<file path="config.mk">
export PLATFORM = sky130hd
export DESIGN_NAME = plir_cell
export DESIGN_NICKNAME = d
export VERILOG_FILES = /design/src/hw/rtl/plir_pkg.sv /design/src/hw/rtl/plir_cell.sv
export SDC_FILE = /design/constraint.sdc
export NUM_CORES = 1
export LEC_CHECK = 0
export ABC_AREA = 1
export BUFFER_PORTS_ARGS = -buffer_cell sky130_fd_sc_hd__buf_2
export CORE_MARGIN = 2
export CORE_UTILIZATION = 25
export DETAILED_ROUTE_END_ITERATION = 16
export SYNTH_ARGS = -nofsm -noshare
export SYNTH_HDL_FRONTEND = slang
export SYNTH_SLANG_ARGS = --single-unit
</file>
<file path="constraint.sdc">
create_clock -name i_clk -period 2.6 [get_ports i_clk]
set_input_delay 0.26 -clock i_clk [delete_from_list [all_inputs] [get_ports i_clk]]
set_output_delay 0.26 -clock i_clk [all_outputs]
set_load 0.05 [all_outputs]
</file>
<file path="src/hw/rtl/plir_pkg.sv">
`timescale 1ns / 1ps
// ----------------------------------------------------------------------------
// plir_pkg
// Shared types and constants for the positional list insert/remove unit.
// ----------------------------------------------------------------------------
package plir_pkg;

    localparam int CAPACITY_DEF = 64;
    localparam int DATA_W       = 32;
    localparam int POS_W        = 7;
    localparam int OP_W         = 3;
    localparam int STAT_W       = 2;
    localparam int LEN_W        = 7;

    localparam logic [OP_W-1:0] OP_ADD_FIRST = 3'd0;
    localparam logic [OP_W-1:0] OP_ADD_AT    = 3'd1;
    localparam logic [OP_W-1:0] OP_ADD_LAST  = 3'd2;
    localparam logic [OP_W-1:0] OP_REM_FIRST = 3'd3;
    localparam logic [OP_W-1:0] OP_REM_AT    = 3'd4;
    localparam logic [OP_W-1:0] OP_REM_LAST  = 3'd5;

    localparam logic [STAT_W-1:0] ST_OK    = 2'd0;
    localparam logic [STAT_W-1:0] ST_RANGE = 2'd1;
    localparam logic [STAT_W-1:0] ST_EMPTY = 2'd2;
    localparam logic [STAT_W-1:0] ST_FULL  = 2'd3;

    typedef enum logic [1:0] {
        MODE_HOLD,
        MODE_INSERT,
        MODE_REMOVE
    } t_mode;

    typedef struct packed {
        t_mode              mode;
        logic [DATA_W-1:0]  value;
    } t_cell_ctrl;

endpackage

</file>
<file path="src/hw/rtl/plir_cell.sv">
`timescale 1ns / 1ps
// ----------------------------------------------------------------------------
// plir_cell
// One list slot: holds an element, takes its left or right neighbor on a
// shift, loads the new value at the insert slot and taps out at a removal.
// ----------------------------------------------------------------------------
module plir_cell #(
    parameter int SW  = 6,
    parameter int IDX = 0
) (
    input  logic                        i_clk,
    input  plir_pkg::t_cell_ctrl        i_ctrl,
    input  logic [SW-1:0]               i_slot,
    input  logic [plir_pkg::DATA_W-1:0] i_left,
    input  logic [plir_pkg::DATA_W-1:0] i_right,
    output logic [plir_pkg::DATA_W-1:0] o_data,
    output logic [plir_pkg::DATA_W-1:0] o_tap
);

    localparam logic [SW-1:0] MY_IDX = SW'(IDX);

    logic [plir_pkg::DATA_W-1:0] r_data;
    logic [plir_pkg::DATA_W-1:0] n_data;
    logic                        w_here;
    logic                        w_after;

    assign w_here  = (MY_IDX == i_slot);
    assign w_after = (MY_IDX > i_slot);

    always_comb begin
        n_data = r_data;
        unique case (i_ctrl.mode)
            plir_pkg::MODE_INSERT: begin
                if (w_here) begin
                    n_data = i_ctrl.value;
                end else if (w_after) begin
                    n_data = i_left;
                end
            end
            plir_pkg::MODE_REMOVE: begin
                if (w_here || w_after) begin
                    n_data = i_right;
                end
            end
            default: n_data = r_data;
        endcase
    end

    always_ff @(posedge i_clk) begin
        r_data <= n_data;
    end

    assign o_data = r_data;
    assign o_tap  = (i_ctrl.mode == plir_pkg::MODE_REMOVE && w_here)
                  ? r_data : '0;

endmodule

</file>
Word level (Yosys, flattened, before mapping)
Cells that the tools add are included.
Storage, ports and cells
  bits in writable memories: 0
  flip-flop bits (word level): 32
  word-level logic and storage cells: 16
  memories kept: 0
  memory bits (read-only): 0
  bits in latches: 0
  input bits: 105
Cells by class
  equal/unequal tests: 4
  shift-type cells: 0
  multiply operators: 0
  divide/modulo/power cells: 0
  multiplexer cells: 5
  add/sub/neg operators: 0
  order comparisons: 1
  bitwise operators: 0
  reductions and logical operators: 5
Operators by type and width (count)
  $mux W32: 4
  $pmux W32 S2: 1
  $gt A1 B6 Y1 const A: 1
  $logic_not A6 Y1: 1
  $ne A3 B3 Y1 const B: 1
  $reduce_and A3 Y1: 1
  $eq A2 B1 Y1 const B: 1
  $eq A2 B2 Y1 const B: 1
  $ne A2 B2 Y1 const B: 1
  $reduce_bool A2 Y1: 1
  $logic_and A1 B1 Y1: 1
  $logic_or A1 B1 Y1: 1

Longest topological paths before layout
Gate-level depths: netlist of the first run.
  depth in word-level cells: 4
  mapped depth: 6
  depth with buffers taken out: 5

Worst setup path before layout of the first run
OpenSTA, ideal clock, no wires.
  path kind: input to register
  start: input port i_slot[1]
  end: register r_data (netlist bit o_data[0]) (enable)
  data required time: 2.168 ns
  slack: -0.142 ns
  data arrival time: 2.310 ns
  stages: 4
  cell sequence: nor2_4 -> nand3_2 -> buf_2 -> a21oi_1
On the way
  longest elaborated chain between the ends: 4
RTL lines
  start, declared: line plir_cell.sv:13  | input logic [SW-1:0] i_slot,
  $gt A1 B6 Y1 or $logic_not A6 Y1 (tied branches): line plir_cell.sv:28, plir_cell.sv:27
  $logic_or A1 B1 Y1: line plir_cell.sv:41  | if (w_here || w_after) begin
  $ne A2 B2 Y1 (no source line)
  $reduce_and A3 Y1 (no source line) *
  end signal, assigned: line plir_cell.sv:50  | r_data <= n_data;
  end, declared: line plir_cell.sv:22  | logic [plir_pkg::DATA_W-1:0] r_data;
Every way passes the cells marked *; elsewhere a longest branch is shown, timed or not.
A chain may end at the register's enable or synchronous reset.

Final worst setup path of the first run
  start: input port i_slot[5]
  end: output port o_tap[29] (netlist bit)
On the way
  longest elaborated chain between the ends: 3
RTL lines
  $logic_not A6 Y1: line plir_cell.sv:27  | assign w_here = (MY_IDX == i_slot);
  $logic_and A1 B1 Y1: line plir_cell.sv:54  | assign o_tap = (i_ctrl.mode == plir_pkg::MODE_REMOVE && w_here)
  $mux W32: line plir_cell.sv:55  | ? r_data : '0;
  end, declared: line plir_cell.sv:17  | output logic [plir_pkg::DATA_W-1:0] o_tap
No other way between the ends.

==> flow_results.org, run 1 <==
** Timing
- RSZ-0062 raised after global routing :: no
- Tightest hold margin :: 0.258 ns
- The number of max-slew violations in the final report is 0.
- For the final routed database, the setup TNS stands at 0 ns.
- Fin crit share :: between 70% and 80%
- The total count of hold-check failures in the final report came to 0.
- Fmax achieved :: ~550 MHz
- The worst pin sits at a relative slew slack of 73.2%.
- Setup violators final :: 0
- Least-Margin Pin Slew :: 0.400 ns
- After layout, the minimum clock period comes to 1.82 ns.

** Clock tree
- Register clock-pin slew on the reported worst setup and hold paths :: 0.07 ns
- Buffer depth of the longest clock path :: 2
- Post-CTS Hold Buffers :: 0
- Inserted Clock Buffers :: 5
- CTS Root Buffer Type :: clkbuf_8
- Clk sink count :: 32
- Post-CTS setup-driven buffer insertion count :: 0
- The clock tree synthesis step divided the H-tree into 2 levels.
- Once the clock tree was built, the resizer swapped 0 gates to a different size.
- TritonCTS clock tree :: done

** Synth
- The share of synthesized area in the top cell type comes to 41.0%.
- Synthesis inferred 32 register bits.
- Leading area contributor after synthesis :: edfxtp_1
- Sequential share of the synthesized area :: about two fifths
- Synthesis produced a netlist with a net count of 456.
- The mapped netlist covers 2340 um^2.
- Warnings from Yosys :: 0
- Ranking of synthesized cells by area :: edfxtp_1 41%, inv_1 16%, nand2_1 16%
- Instance count of the mapped netlist :: approximately 350
- Dividing the synthesized area by the synthesized cell count gives about 6.7 um^2.
- Number of distinct standard cells referenced by the synthesized netlist :: 11

** Finish
- Cells fill 37.1% of the core in the end.
- Compared with the post-synthesis result, the final layout area differs by 45.1%.
- The register with the most flip-flops in the layout has 32 of them.
- Fill cell instance count of the final layout :: 961
- The number of antenna diodes in the final layout is 0.
- Share of layout cells above drive strength 1 :: 37.1%
- After the last flow step, the layout net total stands at 621.

** Routing
- Remaining antenna violation count after routing :: 0
- Number of vias after detailed routing :: between 2000 and 3000
- Post-detailed-route via-to-cell ratio :: ~4.3
- After detailed routing, the number of remaining DRC violations is 0.
- Summed over all layers, the routed wires come to 7610 um.
- Pre-antenna DRT Iters :: 4
- Number of DRC markers after the initial detailed-route iteration :: around 100
- Dividing the detail-routed wire length by the instance count gives 12.1 um.

** Worst setup path
- The worst setup path is launched from an input port.
- At the worst endpoint, the arrival time is 1.56 ns.
- STA classifies the critical path endpoint as an output pin.
- Required time worst endpoint :: 2.34 ns
- The worst setup path is of the input port to output pin kind.
- Along the worst path, the maximum fanout reaches 15.

** Run
- Max-cap violation count :: 0

** Global route
- The first global-routing pass estimated 11700 um of wire.
- Pin count of the biggest net entering global routing :: 33
- Busiest layer in global routing :: met2
- Grt met2 use :: 26.0%
- Tot GR Track Use :: approximately 15%
- For this run, global-route usage on met3 was measured as 2.36%.
- Number of global-route vias before repair :: 2535
- The number of antenna violations at the first check in global routing is 0.
- The total overflow left after global routing is 0.
- Met1 layer usage reported by global route :: between 10% and 20%

** Pwr
- Power spread over the standard cell area amounts to 348 nW/um^2.
- Leak Pwr :: 2.12 nW
- The worst-case IR drop observed on VDD is 151 uV.

** Floorplanning
- The die covers between 10000 and 15000 um^2.
- From bottom edge to top edge, the die measures 101 um.
- The initial utilization of the core area, before any placement, comes to 25.6%.
- During I/O placement, the number of pins put on the boundary was 169.
- Placeable core region :: around 9000 um^2
- Number of placement rows :: 35
- Die Width :: about 100 um

** Hold path
- Path class of the lowest-slack min-delay path :: input port to register
- Startpoint of the most critical hold path :: i_right[17]
- Worst hold path depth :: 3
- Hold Crit Endpoint :: o_data[17]

** Place
- Port buffering added 168 buffers.
- Once detailed placement completed, the half-perimeter wirelength came to just under 6000 um.
- Global placement routability congestion :: 0.800

** Run status
- The run finished with clean final reports.
-- cell usage in the layout (no fill, tap or decap), drive strengths merged --
cell	n
nand3	33
nor2	36
clkbuf	5
nand2	97
a21oi	1
edfxtp	32
inv	98
buf	179
nand4	33
clkinv	3
-- Yosys cell counts --
library cell  number
nand3_1           32
nor2_4             4
edfxtp_1          32
a21oi_1            1
nor2_1            32
buf_2             18
nand3_2            1
inv_1             98
clkbuf_1           3
nand4_1           33
nand2_1           97
-- logic make-up (layout without fill, tap and decap cells) --
kind of cell	after synthesis	count (layout)	share of synthesized area, %
DFF	32	32	41.0
buffers and inverters	119	285	20.0
AOI/OAI and AO/OA	1	1	0.214
and+or+nand+nor	199	199	38.7
-- per-stage QoR --
stage               instance area [um^2]  setup WS, ns  power, mW  cells
floorplan                           2340         0.509      0.716    351
global placement                    3310         0.756      0.828    620
detailed placement                  3310         0.728      0.830    620
CTS                                 3400         0.760       1.20    628
global route                        3400         0.585       1.26    628
finish                              3400         0.780       1.18    628
-- worst max-delay path by stage --
| stage | startpoint | to | slack, ns | cells past startpoint |
|---|---|---|---|---|
| 2_1_floorplan | i_ctrl[33] | o_data[0] | 0.51 | 5 |
| 3_3_place_gp | i_slot[1] | o_data[2] | 0.76 | 5 |
| 3_5_place_dp | i_slot[1] | o_data[4] | 0.73 | 5 |
| 4_1_cts | i_slot[3] | o_tap[29] | 0.76 | 6 |
| 5_1_grt | i_slot[3] | o_tap[17] | 0.59 | 6 |
| 6_report | i_slot[5] | o_tap[29] | 0.78 | 6 |
-- worst max-delay path: stages --
cell     delay, ns
buf_2         0.11
nor2_4        0.34
nand4_1       0.21
buf_4         0.24
nor2_1        0.11
buf_2         0.27
-- final cells by class --
type / count / area (um^2) / area share (%)
Clock buffer: 5 / 68.8 / 2.03
Sequential cell: 32 / 961 / 28.3
Clock inverter: 3 / 13.8 / 0.405
Multi-Input combinational cell: 200 / 922 / 27.2
Tap cell: 111 / 139 / 4.09
Timing Repair Buffer: 179 / 923 / 27.2
Inverter: 98 / 368 / 10.8
-- report_power, final --
| group | internal, mW | switching [mW] |
|---|---|---|
| logic | 0.102 | 0.137 |
| clock network | 0.182 | 0.182 |
| registers | 0.576 | 0.00167 |
| total | 0.860 | 0.320 |
-- routing by layer --
metal  share of wire, %  up-vias
met2                 49      111
met3                5.4       12
li1                   -     1396
met1                 43     1192
met4                1.9        0
met5                  0        -
(Power assumes the default switching activity.)
==> run 2, diff against run 1 <==
--- a/config.mk
+++ b/config.mk
@@ -5,7 +5,7 @@
 export SDC_FILE = /design/constraint.sdc
 export NUM_CORES = 1
 export LEC_CHECK = 0
-export ABC_AREA = 1
+export ABC_AREA = 0
 export BUFFER_PORTS_ARGS = -buffer_cell sky130_fd_sc_hd__buf_2
 export CORE_MARGIN = 2
 export CORE_UTILIZATION = 25
==> constraint.sdc (replaced) <==
create_clock -name i_clk -period 1.5 [get_ports i_clk]
set_input_delay 0.15 -clock i_clk [delete_from_list [all_inputs] [get_ports i_clk]]
set_output_delay 0.15 -clock i_clk [all_outputs]
set_load 0.05 [all_outputs]
==> run 2 against run 1 <==
  * The flow now finishes with violations (setup timing)
  * Global-route usage rose by 0.22 points
  * Clock-buffer cell count did not move
  * Worst hold slack worse by 0.087 ns
  * Final area rose by 17%
  * Critical path type unchanged
  * Critical path depth is the same
  * Clock power is 58% higher
  * Largest power group unchanged
  * Sequential power up 73%
  * Flip-flop and latch count is the same
  * Sequential share of layout area shrank 4.1 points
  * Setup slack worse by 0.90 ns
  * Via count is 9.4% lower
  * Largest cell class is now non-clock buffers
  * Core utilization grew 8.7 points
==> flow_results.org, run 2 <==
** Synth
- The sequential element share of the synthesized area came to 43.2% (+2.1 points).
- Most frequently used cell type in the post-synthesis netlist :: nand2_1
- Avg Inst Size Synth :: 9.71 um^2 (+46%)
- The synthesized flop and latch total was 32 (unchanged).
- Post-synth EDFFs :: 32 (unchanged)
- The yosys synthesis warning count is 0 (unchanged).
- Most numerous cell types in the synthesized netlist :: 64 x nand2_1, 35 x o211ai_1, 32 x and3_1, 32 x edfxtp_1, 29 x o211ai_2
- The proportion of netlist area held by the largest area contributor was 43.2% (+2.1 points).
- Asr flop ratio synth :: 0% (unchanged)
- Number of distinct standard cells referenced by the synthesized netlist :: 14 (+3)
- Ranking of synthesized cells by area :: edfxtp_1 43%, o211ai_2 16%, o211ai_1 12%
- The net count of the mapped netlist is 334 (-27%).
- The synthesized netlist cell count is 229 (-35%).
- Top FF cell, synth :: edfxtp_1
- The area of the mapped netlist is 2220 um^2 (-5.0%).
- Summed over all instances, the cell type with the most area after synthesis is edfxtp_1.

** Worst setup path
- Crit Path Category :: input port to output pin
- CP endpoint kind :: output pin
- STA classifies the critical path startpoint as an input port.
- The data arrival time of the critical path is 1.47 ns (-0.09 ns).
- The delay contributed by the slowest stage of the critical path is 0.57 ns (+0.23 ns).
- Chain of cells forming the critical path :: buf_6 -> or4_4 -> nor2_4 -> buf_12 -> and3_4 -> buf_8
- The worst endpoint required time is 1.35 ns (-0.99 ns).
- For this design, the slowest cell found on the critical path is or4_4.
- Max FO, Critical Path :: 21 (+6)

** Run status
- Failing checks :: setup timing
- The run finished, with violations left.

** Timing
- Setup repair after global routing could not meet its margin everywhere.
- Dividing the final minimum period by the clock period gives 108%.
- Final setup slack of the worst path :: -0.123 ns (-0.903 ns)
- Least-Margin Pin Slew :: 0.275 ns (-0.125 ns)
- Counting I/O delays and the setup requirement, the final critical path takes between 1.5 and 2 ns.
- The number of max-slew violations in the final report is 0 (unchanged).
- Tightest hold margin :: 0.171 ns (-0.0869 ns)
- The total count of hold-check failures in the final report was 0 (unchanged).
- The total negative slack was -4.71 ns (-4.71 ns).
- Setup violators final :: 64 (+64)
- Worst slew slack as a fraction of its limit :: 81.6% (+8.3 points)
- For this run, the top clock speed supported by timing is 616 MHz.

** Run
- Max-cap violation count :: 0 (unchanged)

** Place
- Global placement routability congestion :: 0.782 (-2.2%)
- The worst-case setup slack after placement came to -0.377 ns (-1.11 ns).
- The count of input and output buffers is 168 (unchanged).
- Half-perimeter wire length of the detailed placement result :: 5560 um (-6.3%)

** Hold path
- The tightest min-delay check is of the input port to register type.
- The instance count along the most critical hold path came to 3 (unchanged).

** Floorplanning
- The starting density of the core was 25.6% (+0.057 points).
- The die area came to 9670 um^2 (-4.8%).
- The number of placement rows is 34 (-2.9%).
- Placeable core region :: 8680 um^2 (-5.2%)
- The die height came to 98.3 um (-2.4%).
- I/O pins :: 169 (unchanged)
- Die Width :: 98.3 um (-2.4%)

** Routing
- Number of vias after detailed routing :: 2456 (-9.4%)
- The number of nets with antenna violations after routing is 0 (unchanged).
- Pre-antenna DRT Iters :: 4 (unchanged)
- The average via count per standard cell was 4.88 (+13%).
- The violation count after the first detailed-routing iteration is 84 (-17%).
- The final routed DRC violation total is 0 (unchanged).
- Drt total wl :: 7470 um (-1.8%)
- The average wire length per cell after detail routing was 14.9 um (+23%).

** Clock tree
- Inserted Clock Buffers :: 5 (unchanged)
- The total of hold buffers inserted after clock tree synthesis came to 0 (unchanged).
- CTS Root Buffer Type :: clkbuf_8
- Clk sink count :: 32 (unchanged)
- The number of H-tree branching levels is 2 (unchanged).
- The maximum count of clock buffers along a single path is 2 (unchanged).
- TritonCTS clock tree :: done
- Register clock-pin slew on the reported worst setup and hold paths :: 0.06 ns (about the same)

** Finish
- Core occupancy in the finished layout :: 45.8% (+8.7 points)
- The number of diodes is 0 (unchanged).
- The library cell used most frequently in the layout, excluding fill and tap cells, is buf_2.
- Leading cell types in the layout, fill and taps excluded :: 135 x buf_2, 64 x nand2_1, 35 x o211ai_1
- Fill cell instance count of the final layout :: 806 (-16%)
- The count of nets after finishing came to 500 (-19%).
- Synthesis-to-layout area growth :: 78.5%
- Number of flip-flops under the largest register name :: 32 (unchanged)
- The fraction of final layout cells sized beyond drive strength 1 was 66.1% (+29 points).

** Pwr
- Total power per unit cell area :: 516 nW/um^2 (+48%)
- The highest ir drop seen on vdd came to 242 uV (+60%).
- Leak Pwr :: 1.71 nW (-19%)
- Sum of internal, switching and leakage power :: 2.05 mW (+73%)

** Global route
- Tot GR Track Use :: 15.0% (+0.22 points)
- Number of antenna violations at the first check in global routing :: 0 (unchanged)
- Number of global-route vias before repair :: 2525 (-0.39%)
- The total congestion overflow is 0 (unchanged).
- The pin count of the biggest net entering global routing is 37 (+12%).
- Wire length of the first global-routing pass :: 11700 um (+0.11%)
run 2: layer usage:
metal / vias to the layer above / part of all wire (%) / track usage, %
met4: 0 / 2.0 / 5.80
li1: 1189 / - / -
met1: 1154 / 40 / 17.9
met5: - / 0 / 0
met3: 12 / 6.5 / 3.01
met2: 101 / 52 / 26.5
run 2: power by group:
group | switching, mW | total, mW | internal [mW]
combinational | 0.241 | 0.471 | 0.230
clock | 0.269 | 0.575 | 0.305
sequential | 0.00307 | 1.00 | 1.00
total | 0.513 | 2.05 | 1.53
run 2: layout make-up:
class | instances | area, um^2 | share of cell area [%]
sequential | 32 | 961 | 24.2
tap | 108 | 135 | 3.40
clock buffer | 5 | 68.8 | 1.73
clock inverter | 2 | 7.51 | 0.189
timing repair buffer | 188 | 1490 | 37.5
multi-input combinational | 168 | 1310 | 33.0
run 2: repair_timing:
item,CTS,global route
endpoints found under the hold margin,0,0
setup buffers,4,1
setup endpoints to repair,64,80
cloned,3,0
gates resized for setup,103,8
pin swaps,9,15
run 2: metrics by stage:
step / std cells / area, um^2
after floorplan: 229 / 2410
after global placement: 490 / 3430
after detailed placement: 490 / 3430
after CTS: 504 / 3990
after global routing: 503 / 3970
final: 503 / 3970
run 2: kinds of logic after synthesis:
logic type	Yosys count	synth area share, %
buffers and inverters	29	6.58
flip-flops	32	43.2
AND/OR/NAND/NOR	103	21.9
AO/OA/AOI/OAI	65	28.3
run 2: critical path: cells and delay by family:
kind / cells / cell delay [ns]
AND/OR/NAND/NOR: 3 / 0.92
buffers and inverters: 3 / 0.39
run 2: path summary, 6_finish.rpt:
kind | from | to | slack [ns]
max | i_slot[3] | o_tap[10] | -0.12
min | i_right[26] | o_data[26] | 0.17
